$ cat src/rtl/core/dpf_pkg.sv
// Package of the path finder core: widths, step codes, microcode and control types.
`timescale 1ns / 1ps
`default_nettype none

package dpf_pkg;

    localparam int DPF_NODES = 32;
    localparam int FIELD_W   = 5;
    localparam int COUNT_W   = 6;

    localparam logic [COUNT_W-1:0] NODE_COUNT_RST = 6'd32;

    localparam logic CMD_EDGE  = 1'b0;
    localparam logic CMD_QUERY = 1'b1;

    localparam int STEP_W = 4;
    typedef logic [STEP_W-1:0] step_t;

    localparam step_t STEP_IDLE       = 4'd0;
    localparam step_t STEP_EDGE_RD    = 4'd1;
    localparam step_t STEP_EDGE_WR    = 4'd2;
    localparam step_t STEP_Q_START    = 4'd3;
    localparam step_t STEP_ROW        = 4'd4;
    localparam step_t STEP_DECIDE     = 4'd5;
    localparam step_t STEP_PUSH       = 4'd6;
    localparam step_t STEP_PATH_START = 4'd7;
    localparam step_t STEP_PATH_CHK   = 4'd8;
    localparam step_t STEP_PATH_EMIT  = 4'd9;
    localparam step_t STEP_PRED_WAIT  = 4'd10;
    localparam step_t STEP_EMIT_LAST  = 4'd11;
    localparam step_t STEP_POP_RD     = 4'd12;
    localparam step_t STEP_POP_WAIT   = 4'd13;
    localparam step_t STEP_NOPATH     = 4'd14;

    typedef enum logic [3:0] {
        OP_NOP,
        OP_ACCEPT,
        OP_EDGE_RD,
        OP_EDGE_WR,
        OP_Q_START,
        OP_ROW,
        OP_DECIDE,
        OP_PUSH,
        OP_PATH_START,
        OP_EMIT_NODE,
        OP_PRED_WAIT,
        OP_EMIT_SRC,
        OP_POP_RD,
        OP_POP_WAIT,
        OP_EMIT_NONE
    } op_t;

    typedef enum logic [1:0] {
        HOLD_NONE,
        HOLD_NO_REQ,
        HOLD_OUT_BUSY
    } hold_t;

    typedef enum logic [2:0] {
        JMP_NEVER,
        JMP_ALWAYS,
        JMP_QUERY,
        JMP_BAD_RANGE,
        JMP_MISS,
        JMP_NOT_DST,
        JMP_PATH_END,
        JMP_STACK_EMPTY
    } jmp_t;

    typedef struct packed {
        op_t   op;
        hold_t hold;
        jmp_t  jmp;
        step_t target;
    } uword_t;

    typedef struct packed {
        op_t  op;
        logic go;
    } ctrl_t;

    typedef struct packed {
        logic req_valid;
        logic req_query;
        logic out_busy;
        logic bad_range;
        logic miss;
        logic not_dst;
        logic path_end;
        logic stack_empty;
    } status_t;

    // The control store. A step that is held repeats; otherwise a taken jump goes to
    // the target and anything else falls through to the next step.
    function automatic uword_t ucode(input step_t pc);
        uword_t w;
        unique case (pc)
            STEP_IDLE:       w = '{OP_ACCEPT,     HOLD_NO_REQ,   JMP_QUERY,       STEP_Q_START};
            STEP_EDGE_RD:    w = '{OP_EDGE_RD,    HOLD_NONE,     JMP_BAD_RANGE,   STEP_IDLE};
            STEP_EDGE_WR:    w = '{OP_EDGE_WR,    HOLD_NONE,     JMP_ALWAYS,      STEP_IDLE};
            STEP_Q_START:    w = '{OP_Q_START,    HOLD_NONE,     JMP_BAD_RANGE,   STEP_NOPATH};
            STEP_ROW:        w = '{OP_ROW,        HOLD_NONE,     JMP_NEVER,       STEP_IDLE};
            STEP_DECIDE:     w = '{OP_DECIDE,     HOLD_NONE,     JMP_MISS,        STEP_POP_RD};
            STEP_PUSH:       w = '{OP_PUSH,       HOLD_NONE,     JMP_NOT_DST,     STEP_ROW};
            STEP_PATH_START: w = '{OP_PATH_START, HOLD_NONE,     JMP_NEVER,       STEP_IDLE};
            STEP_PATH_CHK:   w = '{OP_NOP,        HOLD_NONE,     JMP_PATH_END,    STEP_EMIT_LAST};
            STEP_PATH_EMIT:  w = '{OP_EMIT_NODE,  HOLD_OUT_BUSY, JMP_NEVER,       STEP_IDLE};
            STEP_PRED_WAIT:  w = '{OP_PRED_WAIT,  HOLD_NONE,     JMP_ALWAYS,      STEP_PATH_CHK};
            STEP_EMIT_LAST:  w = '{OP_EMIT_SRC,   HOLD_OUT_BUSY, JMP_ALWAYS,      STEP_IDLE};
            STEP_POP_RD:     w = '{OP_POP_RD,     HOLD_NONE,     JMP_STACK_EMPTY, STEP_NOPATH};
            STEP_POP_WAIT:   w = '{OP_POP_WAIT,   HOLD_NONE,     JMP_ALWAYS,      STEP_ROW};
            STEP_NOPATH:     w = '{OP_EMIT_NONE,  HOLD_OUT_BUSY, JMP_ALWAYS,      STEP_IDLE};
            default:         w = '{OP_NOP,        HOLD_NONE,     JMP_ALWAYS,      STEP_IDLE};
        endcase
        return w;
    endfunction

endpackage

`default_nettype wire

$ cat src/rtl/core/dpf_req_if.sv
// Request channel of the path finder core: valid, ready and the request fields.
`timescale 1ns / 1ps
`default_nettype none

interface dpf_req_if
    import dpf_pkg::*;
();
    logic               valid;
    logic               ready;
    logic               cmd;
    logic [FIELD_W-1:0] from_node;
    logic [FIELD_W-1:0] to_node;
    logic               edge_present;

    modport source (
        output valid,
        output cmd,
        output from_node,
        output to_node,
        output edge_present,
        input  ready
    );

    modport sink (
        input  valid,
        input  cmd,
        input  from_node,
        input  to_node,
        input  edge_present,
        output ready
    );
endinterface

`default_nettype wire

$ cat src/rtl/core/dpf_res_if.sv
// Result channel of the path finder core: valid, ready and the result fields.
`timescale 1ns / 1ps
`default_nettype none

interface dpf_res_if
    import dpf_pkg::*;
();
    logic               valid;
    logic               ready;
    logic [FIELD_W-1:0] path_node;
    logic               found;
    logic               last;

    modport source (
        output valid,
        output path_node,
        output found,
        output last,
        input  ready
    );

    modport sink (
        input  valid,
        input  path_node,
        input  found,
        input  last,
        output ready
    );
endinterface

`default_nettype wire

$ cat src/rtl/core/dpf_ram.sv
// Generic simple dual-port RAM with one write port and a registered read port.
`timescale 1ns / 1ps
`default_nettype none

module dpf_ram #(
    parameter int WIDTH = 8,
    parameter int DEPTH = 32
) (
    input  logic                                   clk,
    input  logic                                   we,
    input  logic [((DEPTH > 1) ? $clog2(DEPTH) : 1)-1:0] waddr,
    input  logic [WIDTH-1:0]                       wdata,
    input  logic [((DEPTH > 1) ? $clog2(DEPTH) : 1)-1:0] raddr,
    output logic [WIDTH-1:0]                       rdata
);

    logic [WIDTH-1:0] mem [DEPTH];

    always_ff @(posedge clk)
    begin
        if (we)
        begin
            mem[waddr] <= wdata;
        end
        rdata <= mem[raddr];
    end

endmodule

`default_nettype wire

$ cat src/rtl/core/dpf_sequencer.sv
// Microcode sequencer: step counter, control store lookup and jump evaluation.
`timescale 1ns / 1ps
`default_nettype none

module dpf_sequencer
    import dpf_pkg::*;
(
    input  logic    clk,
    input  logic    rst_n,
    input  status_t status,
    output ctrl_t   ctrl
);

    step_t  pc_reg;
    step_t  pc_next;
    uword_t uw;
    logic   held;
    logic   take;

    assign uw = ucode(pc_reg);

    always_comb
    begin
        unique case (uw.hold)
            HOLD_NONE:     held = 1'b0;
            HOLD_NO_REQ:   held = !status.req_valid;
            HOLD_OUT_BUSY: held = status.out_busy;
            default:       held = 1'b0;
        endcase
    end

    always_comb
    begin
        unique case (uw.jmp)
            JMP_NEVER:       take = 1'b0;
            JMP_ALWAYS:      take = 1'b1;
            JMP_QUERY:       take = status.req_query;
            JMP_BAD_RANGE:   take = status.bad_range;
            JMP_MISS:        take = status.miss;
            JMP_NOT_DST:     take = status.not_dst;
            JMP_PATH_END:    take = status.path_end;
            JMP_STACK_EMPTY: take = status.stack_empty;
        endcase
    end

    always_comb
    begin
        if (held)
        begin
            pc_next = pc_reg;
        end
        else if (take)
        begin
            pc_next = uw.target;
        end
        else
        begin
            pc_next = pc_reg + step_t'(1);
        end
    end

    assign ctrl.op = uw.op;
    assign ctrl.go = !held;

    always_ff @(posedge clk or negedge rst_n)
    begin
        if (!rst_n)
        begin
            pc_reg <= STEP_IDLE;
        end
        else
        begin
            pc_reg <= pc_next;
        end
    end

endmodule

`default_nettype wire

$ cat src/rtl/core/dpf_datapath.sv
// Datapath of the path finder: adjacency, stack and predecessor memories, visited marks
// and the neighbour search, driven by the control word of the sequencer.
`timescale 1ns / 1ps
`default_nettype none

module dpf_datapath
    import dpf_pkg::*;
#(
    parameter int NODES = DPF_NODES
) (
    input  logic                   clk,
    input  logic                   rst_n,
    input  ctrl_t                  ctrl,
    output status_t                status,
    input  logic [$clog2(NODES):0] limit,
    dpf_req_if.sink                req,
    dpf_res_if.source              res
);

    localparam int IW = $clog2(NODES);
    localparam int CW = IW + 1;
    localparam int SW = IW + CW;
    localparam logic [6:0]       NODES7 = 7'(NODES);
    localparam logic [NODES-1:0] BIT0   = NODES'(1);

    // Request latched at acceptance.
    logic [FIELD_W-1:0] a_reg;
    logic [FIELD_W-1:0] b_reg;
    logic               e_reg;

    // Search state.
    logic [IW-1:0]    v_reg;
    logic [CW-1:0]    next_reg;
    logic [CW-1:0]    top_reg;
    logic [IW-1:0]    w_reg;
    logic             hit_reg;
    logic [NODES-1:0] visited_reg;
    logic [NODES-1:0] row_valid_reg;
    logic             row_vld_rd_reg;

    // Path walk.
    logic [IW-1:0] cur_reg;
    logic [CW-1:0] guard_reg;

    // Result register.
    logic               out_valid_reg;
    logic               out_valid_next;
    logic [FIELD_W-1:0] out_node_reg;
    logic               out_found_reg;
    logic               out_last_reg;

    logic [IW-1:0]    src_idx;
    logic [IW-1:0]    dst_idx;
    logic             in_range;
    logic [CW-1:0]    top_m1;
    logic             full;
    logic             push_ok;
    logic             accept;
    logic             emit;
    logic [6:0]       cur_ext;
    logic [NODES-1:0] adj_row;
    logic [NODES-1:0] cand;
    logic [NODES-1:0] edge_row;
    logic             found_any;
    logic [IW-1:0]    first;

    logic             adj_we;
    logic [IW-1:0]    adj_raddr;
    logic [NODES-1:0] adj_rdata;
    logic             stk_we;
    logic [IW-1:0]    stk_waddr;
    logic [SW-1:0]    stk_wdata;
    logic [SW-1:0]    stk_rdata;
    logic [IW-1:0]    stk_rd_node;
    logic [CW-1:0]    stk_rd_next;
    logic             pred_we;
    logic [IW-1:0]    pred_rdata;

    assign src_idx  = IW'(a_reg);
    assign dst_idx  = IW'(b_reg);
    assign in_range = (7'(a_reg) < NODES7) && (7'(b_reg) < NODES7);
    assign top_m1   = top_reg - CW'(1);
    assign full     = (top_reg == CW'(NODES));
    assign push_ok  = (w_reg != dst_idx) && !full;
    assign cur_ext  = 7'(cur_reg);

    assign stk_rd_node = stk_rdata[SW-1:CW];
    assign stk_rd_next = stk_rdata[CW-1:0];

    // A row never written since reset reads as empty.
    assign adj_row = row_vld_rd_reg ? adj_rdata : '0;

    // Lowest unvisited neighbour at or above the resume point and below the node limit.
    always_comb
    begin
        cand      = adj_row & ~visited_reg;
        found_any = 1'b0;
        first     = '0;
        for (int i = NODES - 1; i >= 0; i--)
        begin
            if (cand[i] && (CW'(i) >= next_reg) && (CW'(i) < limit))
            begin
                found_any = 1'b1;
                first     = IW'(i);
            end
        end
    end

    always_comb
    begin
        edge_row          = adj_row;
        edge_row[dst_idx] = e_reg;
    end

    assign adj_we  = (ctrl.op == OP_EDGE_WR);
    assign pred_we = (ctrl.op == OP_DECIDE) && hit_reg;

    always_comb
    begin
        unique case (ctrl.op) inside
            OP_EDGE_RD, OP_Q_START: adj_raddr = src_idx;
            OP_POP_WAIT:            adj_raddr = stk_rd_node;
            OP_PUSH:                adj_raddr = full ? v_reg : w_reg;
            default:                adj_raddr = v_reg;
        endcase
    end

    always_comb
    begin
        stk_we    = 1'b0;
        stk_waddr = top_m1[IW-1:0];
        stk_wdata = {v_reg, CW'(w_reg) + CW'(1)};
        unique case (ctrl.op)
            OP_Q_START:
            begin
                stk_we    = 1'b1;
                stk_waddr = '0;
                stk_wdata = {src_idx, CW'(0)};
            end
            OP_DECIDE:
            begin
                stk_we = hit_reg;
            end
            OP_PUSH:
            begin
                stk_we    = push_ok;
                stk_waddr = top_reg[IW-1:0];
                stk_wdata = {w_reg, CW'(0)};
            end
            default:
            begin
                stk_we = 1'b0;
            end
        endcase
    end

    dpf_ram #(
        .WIDTH (NODES),
        .DEPTH (NODES)
    ) u_adj_ram (
        .clk   (clk),
        .we    (adj_we),
        .waddr (src_idx),
        .wdata (edge_row),
        .raddr (adj_raddr),
        .rdata (adj_rdata)
    );

    dpf_ram #(
        .WIDTH (SW),
        .DEPTH (NODES)
    ) u_stack_ram (
        .clk   (clk),
        .we    (stk_we),
        .waddr (stk_waddr),
        .wdata (stk_wdata),
        .raddr (top_m1[IW-1:0]),
        .rdata (stk_rdata)
    );

    dpf_ram #(
        .WIDTH (IW),
        .DEPTH (NODES)
    ) u_pred_ram (
        .clk   (clk),
        .we    (pred_we),
        .waddr (w_reg),
        .wdata (v_reg),
        .raddr (cur_reg),
        .rdata (pred_rdata)
    );

    assign req.ready = (ctrl.op == OP_ACCEPT);
    assign accept    = req.valid && req.ready;

    always_comb
    begin
        unique case (ctrl.op) inside
            OP_EMIT_NODE, OP_EMIT_SRC, OP_EMIT_NONE: emit = ctrl.go;
            default:                                 emit = 1'b0;
        endcase
    end

    assign out_valid_next = emit || (out_valid_reg && !res.ready);

    always_ff @(posedge clk or negedge rst_n)
    begin
        if (!rst_n)
        begin
            top_reg        <= '0;
            visited_reg    <= '0;
            row_valid_reg  <= '0;
            row_vld_rd_reg <= 1'b0;
            out_valid_reg  <= 1'b0;
        end
        else
        begin
            out_valid_reg  <= out_valid_next;
            row_vld_rd_reg <= row_valid_reg[adj_raddr];
            case (ctrl.op)
                OP_EDGE_WR:
                begin
                    row_valid_reg[src_idx] <= 1'b1;
                end
                OP_Q_START:
                begin
                    top_reg     <= CW'(1);
                    visited_reg <= BIT0 << src_idx;
                end
                OP_DECIDE:
                begin
                    if (hit_reg)
                    begin
                        visited_reg <= visited_reg | (BIT0 << w_reg);
                    end
                    else
                    begin
                        top_reg <= top_m1;
                    end
                end
                OP_PUSH:
                begin
                    if (push_ok)
                    begin
                        top_reg <= top_reg + CW'(1);
                    end
                end
                default:
                begin
                end
            endcase
        end
    end

    always_ff @(posedge clk)
    begin
        case (ctrl.op)
            OP_ACCEPT:
            begin
                if (accept)
                begin
                    a_reg <= req.from_node;
                    b_reg <= req.to_node;
                    e_reg <= req.edge_present;
                end
            end
            OP_Q_START:
            begin
                v_reg    <= src_idx;
                next_reg <= '0;
            end
            OP_ROW:
            begin
                hit_reg <= found_any;
                w_reg   <= first;
            end
            OP_PUSH:
            begin
                // With the stack full the node stays on top and resumes past w.
                if (full)
                begin
                    next_reg <= CW'(w_reg) + CW'(1);
                end
                else
                begin
                    v_reg    <= w_reg;
                    next_reg <= '0;
                end
            end
            OP_POP_WAIT:
            begin
                v_reg    <= stk_rd_node;
                next_reg <= stk_rd_next;
            end
            OP_PATH_START:
            begin
                cur_reg   <= dst_idx;
                guard_reg <= '0;
            end
            OP_PRED_WAIT:
            begin
                cur_reg   <= pred_rdata;
                guard_reg <= guard_reg + CW'(1);
            end
            OP_EMIT_NODE:
            begin
                if (ctrl.go)
                begin
                    out_node_reg  <= cur_ext[FIELD_W-1:0];
                    out_found_reg <= 1'b1;
                    out_last_reg  <= 1'b0;
                end
            end
            OP_EMIT_SRC:
            begin
                if (ctrl.go)
                begin
                    out_node_reg  <= a_reg;
                    out_found_reg <= 1'b1;
                    out_last_reg  <= 1'b1;
                end
            end
            OP_EMIT_NONE:
            begin
                if (ctrl.go)
                begin
                    out_node_reg  <= '0;
                    out_found_reg <= 1'b0;
                    out_last_reg  <= 1'b1;
                end
            end
            default:
            begin
            end
        endcase
    end

    assign res.valid     = out_valid_reg;
    assign res.path_node = out_node_reg;
    assign res.found     = out_found_reg;
    assign res.last      = out_last_reg;

    assign status.req_valid   = req.valid;
    assign status.req_query   = (req.cmd == CMD_QUERY);
    assign status.out_busy    = out_valid_reg && !res.ready;
    assign status.bad_range   = !in_range;
    assign status.miss        = !hit_reg;
    assign status.not_dst     = (w_reg != dst_idx);
    assign status.path_end    = (cur_reg == src_idx) || (guard_reg == CW'(NODES));
    assign status.stack_empty = (top_reg == '0);

endmodule

`default_nettype wire

$ cat src/rtl/core/dfs_path_finder_core.sv
// Top level of the depth-first path finder: node count register, sequencer and datapath.
// An edge write reads the source row and writes it back with the new bit, then returns to idle.
// A query searches depth first from the source, stepping back through the stack at a dead end,
// then emits the path from the destination back to the source, or a single no-path result.
// Reset empties the graph through per-row valid flops, with no clearing pass, and sets
// node_count to 32; the block is ready for a request as soon as reset is released.
`timescale 1ns / 1ps
`default_nettype none

module dfs_path_finder_core
    import dpf_pkg::*;
#(
    parameter int NODES = DPF_NODES
) (
    input  logic               clk,
    input  logic               rst_n,
    input  logic               cfg_we,
    input  logic [COUNT_W-1:0] cfg_data,
    dpf_req_if.sink            req,
    dpf_res_if.source          res
);

    localparam int CW = $clog2(NODES) + 1;

    logic [COUNT_W-1:0] node_count_reg;
    logic [6:0]         nc_ext;
    logic [CW-1:0]      limit;
    ctrl_t              ctrl;
    status_t            status;

    always_ff @(posedge clk or negedge rst_n)
    begin
        if (!rst_n)
        begin
            node_count_reg <= NODE_COUNT_RST;
        end
        else if (cfg_we)
        begin
            node_count_reg <= cfg_data;
        end
    end

    // Counts above the graph size act as the graph size.
    assign nc_ext = 7'(node_count_reg);
    assign limit  = (nc_ext < 7'(NODES)) ? CW'(nc_ext) : CW'(NODES);

    dpf_sequencer u_sequencer (
        .clk    (clk),
        .rst_n  (rst_n),
        .status (status),
        .ctrl   (ctrl)
    );

    dpf_datapath #(
        .NODES (NODES)
    ) u_datapath (
        .clk    (clk),
        .rst_n  (rst_n),
        .ctrl   (ctrl),
        .status (status),
        .limit  (limit),
        .req    (req),
        .res    (res)
    );

endmodule

`default_nettype wire

$ cat src/flat_wrapper.sv
// flat-port wrapper written by rule: the top's interface ports become plain ports
module dfs_path_finder_core_flat import dpf_pkg::*;
#(
    parameter int NODES = DPF_NODES
)
  (clk, rst_n, cfg_we, cfg_data, req_valid, req_cmd, req_from_node, req_to_node, req_edge_present, req_ready, res_valid, res_path_node, res_found, res_last, res_ready);
  dpf_req_if req_i ();
  dpf_res_if res_i ();
  input  logic clk;
  input  logic rst_n;
  input  logic cfg_we;
  input  logic [COUNT_W-1:0] cfg_data;
  input wire logic [$bits(req_i.valid)-1:0] req_valid;
  input wire logic [$bits(req_i.cmd)-1:0] req_cmd;
  input wire logic [$bits(req_i.from_node)-1:0] req_from_node;
  input wire logic [$bits(req_i.to_node)-1:0] req_to_node;
  input wire logic [$bits(req_i.edge_present)-1:0] req_edge_present;
  output wire logic [$bits(req_i.ready)-1:0] req_ready;
  output wire logic [$bits(res_i.valid)-1:0] res_valid;
  output wire logic [$bits(res_i.path_node)-1:0] res_path_node;
  output wire logic [$bits(res_i.found)-1:0] res_found;
  output wire logic [$bits(res_i.last)-1:0] res_last;
  input wire logic [$bits(res_i.ready)-1:0] res_ready;
  assign req_i.valid = req_valid;
  assign req_i.cmd = req_cmd;
  assign req_i.from_node = req_from_node;
  assign req_i.to_node = req_to_node;
  assign req_i.edge_present = req_edge_present;
  assign req_ready = req_i.ready;
  assign res_valid = res_i.valid;
  assign res_path_node = res_i.path_node;
  assign res_found = res_i.found;
  assign res_last = res_i.last;
  assign res_i.ready = res_ready;
  dfs_path_finder_core #(.NODES(NODES)) u_core (.clk(clk), .rst_n(rst_n), .cfg_we(cfg_we), .cfg_data(cfg_data), .req(req_i), .res(res_i));
endmodule
$ cat config.mk
export PLATFORM = sky130hd
export DESIGN_NAME = dfs_path_finder_core_flat
export DESIGN_NICKNAME = d
export VERILOG_FILES = /design/src/rtl/core/dpf_pkg.sv /design/src/rtl/core/dpf_req_if.sv /design/src/rtl/core/dpf_res_if.sv /design/src/rtl/core/dpf_ram.sv /design/src/rtl/core/dpf_sequencer.sv /design/src/rtl/core/dpf_datapath.sv /design/src/rtl/core/dfs_path_finder_core.sv /design/src/flat_wrapper.sv
export SDC_FILE = /design/constraint.sdc
export NUM_CORES = 2
export LEC_CHECK = 0
export ABC_AREA = 1
export BUFFER_PORTS_ARGS = -buffer_cell sky130_fd_sc_hd__buf_2
export CAP_MARGIN = 10
export CORE_ASPECT_RATIO = 1.75
export CORE_MARGIN = 1.5
export CORE_UTILIZATION = 35
export DETAILED_ROUTE_END_ITERATION = 6
export PLACE_DENSITY = 0.56
export SLEW_MARGIN = 20
export SYNTH_ARGS = -nofsm -noshare
export SYNTH_HDL_FRONTEND = slang
export SYNTH_SLANG_ARGS = --single-unit
$ cat constraint.sdc
create_clock -name clk -period 6.2 [get_ports clk]
set_input_delay 0.62 -clock clk [delete_from_list [all_inputs] [get_ports clk]]
set_output_delay 0.62 -clock clk [all_outputs]
set_load 0.02 [all_outputs]
==> flow_metrics.env <==
export IMPL_layout_commonest_cell="edfxtp_1"
export IMPL_hold_ws_ns=0.0661
export IMPL_cts_root_buffer="clkbuf_16"
export IMPL_status="finished clean"
export IMPL_final_cell_mix="edfxtp_1 (1582), nor2_1 (1054), o21ai_0 (767), o221ai_1 (282), nand2_1 (276)"
export IMPL_seq_area_um2=50500
export IMPL_fin_util_pct=39.8
export IMPL_required_ns=6.94
export IMPL_ys_seq_area_share_pct=72.9
export IMPL_cts_sinks=1712
export IMPL_dp_slack_ns=1.45
export IMPL_ant_nets=0
export IMPL_syn_cell_area_um2=69300
export IMPL_drt_iter0_markers=4716
export IMPL_grt_pass1_wl_um=312000
export IMPL_grt_util_all_layers_pct=21.0
export IMPL_dieWidth_um=339
export IMPL_cp_arrival_ns=5.49
export IMPL_final_setup_worst_slack_ns=1.45
export IMPL_holdBufCountCts=10
export IMPL_syn_area_per_cell_um2=12.7
export IMPL_drc=0
export IMPL_slew_violations=0
export IMPL_crit_fanout=94
export IMPL_drt_pass1_iter_count=6
export IMPL_drive_gt1_share_pct=9.99
export IMPL_overflow=0
export IMPL_grt_start_max_net_pins=181
export IMPL_fin_worst_skew_ns=0.0573
export IMPL_syn_inst=5441
export IMPL_rsz0062_at_grt="no"
export IMPL_clkTransAtPathRegs_ns=0.06
export IMPL_rows=215
export IMPL_die_y_um=592
export IMPL_vias_per_cell=5.60
export IMPL_synth_warnings=0
export IMPL_post_drt_wl_per_cell_um=26.5
export IMPL_top_register="u_core.u_datapath.u_adj_ram.mem"
export IMPL_die_area_um2=201000
export IMPL_synth_edf_count=1582
export IMPL_ios=32
export IMPL_fin_crit_ns=4.75
export IMPL_num_vias=45700
export IMPL_area_growth_pct=12.9
export IMPL_dpl_hpwl_um=129000
export IMPL_synth_nets=5481
export IMPL_n_fill_cell=18500
export IMPL_setup_tns_ns=0
export IMPL_routed_wl_um=216000
export IMPL_core_um2=196000
export IMPL_min_period_over_period_pct=76.6
export IMPL_synth_seq_cells=1712
export IMPL_start_util_pct=35.3
export IMPL_cts_buffer_depth=4
export IMPL_fmax_mhz=211
export IMPL_numCtsBuffers=160
export IMPL_synth_cell_types=61
export IMPL_cts_tree="yes"
export IMPL_nets=5475
export IMPL_clock_latency_ns=0.83
export IMPL_first_global_vias=45100
export IMPL_multi_input_area_um2=17200
export IMPL_h_tree_depth=4
export IMPL_portBuffers=31
export IMPL_synth_main_ff_cell="edfxtp_1"
export IMPL_worst_pin_slew_ns=1.11
export IMPL_cp_start_kind="flip-flop"
export IMPL_top_regs="u_core.u_datapath.u_adj_ram.mem: 1024 flops, u_core.u_datapath.u_stack_ram.mem: 352 flops, u_core.u_datapath.u_pred_ram.mem: 160 flops"
export IMPL_cap_viol_max_count=0
export IMPL_synthArstFlopShare_pct=4.79
export IMPL_largest_reg_flops=1024
export IMPL_setup_viol=0
export IMPL_slew_headroom_pct=25.9
export IMPL_hp_class="in2reg"
export IMPL_gp_congestion=0.953
export IMPL_worstSetupEndpointType="flip-flop"
export IMPL_antenna_found_initial=4
export IMPL_ctsResizeCount=0
export IMPL_crit_type="reg2reg"
export IMPL_hold_viol=0
export IMPL_post_cts_buffers=0
[metal layers]
| layer | track usage (%) | share of wire, % | up-vias |
|---|---|---|---|
| met5 | 0 | 0 | - |
| li1 | - | - | 20400 |
| met1 | 23.6 | 36 | 23100 |
| met4 | 12.0 | 6.3 | 0 |
| met3 | 2.33 | 5.1 | 540 |
| met2 | 38.5 | 53 | 1714 |
[path summary, 6_finish.rpt]
check,startpoint,to,slack [ns],cells after the start
max in group asynchronous,rst_n,u_core.node_count_reg[4]$_DFFE_PN0P_,4.83,3
max reg2reg,u_core.u_sequencer.pc_reg[1]$_DFFE_PN0N_,u_core.u_datapath.u_adj_ram.rdata[27]$_DFF_P_,1.45,21
min,req_to_node[1],u_core.u_datapath.b_reg[1]$_DFFE_PP_,0.07,1
min reg2reg,u_core.u_datapath.row_valid_reg[28]$_DFFE_PN0P_,u_core.u_datapath.row_valid_reg[28]$_DFFE_PN0P_,0.47,1
max,u_core.u_sequencer.pc_reg[1]$_DFFE_PN0N_,u_core.u_datapath.u_adj_ram.rdata[27]$_DFF_P_,1.45,21
min in group asynchronous,rst_n,u_core.u_datapath.row_valid_reg[9]$_DFFE_PN0P_,0.26,2
[cells in the mapped netlist, types with 79 or more instances]
cell         n  area share [%]
clkbuf_1   246             1.3
dfrtp_1     81             2.9
inv_1      132            0.72
nand2_1    277             1.5
o221ai_1   282             3.6
a21oi_1    100            0.72
nand3_1    151             1.1
buf_2       84            0.61
o22ai_1     79            0.71
o21ai_0    775             5.6
nor2_1    1087             5.9
edfxtp_1  1582              69
[metrics by stage]
| step | instances | area (um^2) |
|---|---|---|
| floorplan | 5441 | 69300 |
| global placement | 7865 | 73000 |
| detailed placement | 7866 | 73100 |
| CTS | 8159 | 78200 |
| global route | 8161 | 78200 |
| finish | 8164 | 78200 |
[layout make-up]
cell class,instances,share of cell area [%]
flip-flops and latches,1712,64.6
multi-input cells,3214,22.0
clock buffers,205,5.53
well taps,2604,4.16
repair buffers,194,2.17
clock inverters,78,0.816
inverters,153,0.764
diodes,4,0.0128
[kinds of logic after synthesis]
kind of cell,count (synthesis),share of synthesized area (%)
flops,1712,72.9
simple gates,1642,9.61
compound gates,1506,13.5
buf+inv,515,3.03
mux,36,0.524
fa+ha+maj,17,0.307
xor+xnor,13,0.164
[worst max-delay path, stage by stage, from the launching register on]
cell	delay [ns]
dfrtp_1	0.45
inv_1	0.14
ha_1	0.33
nor2_1	0.08
nor3_4	0.34
inv_2	0.11
nor2_4	0.21
nand2_4	0.18
nor2_4	0.21
o22ai_1	0.11
nand2_1	0.10
inv_2	0.05
o211ai_2	0.10
nand2_8	0.26
inv_8	0.62
buf_4	0.43
o21ai_0	0.14
o221ai_1	0.18
o211ai_1	0.14
o21ai_1	0.16
nor2_1	0.06
a31oi_1	0.13
Power is not shown: default switching activity piles up to over one toggle a cycle in this logic, so the estimate is an artifact.
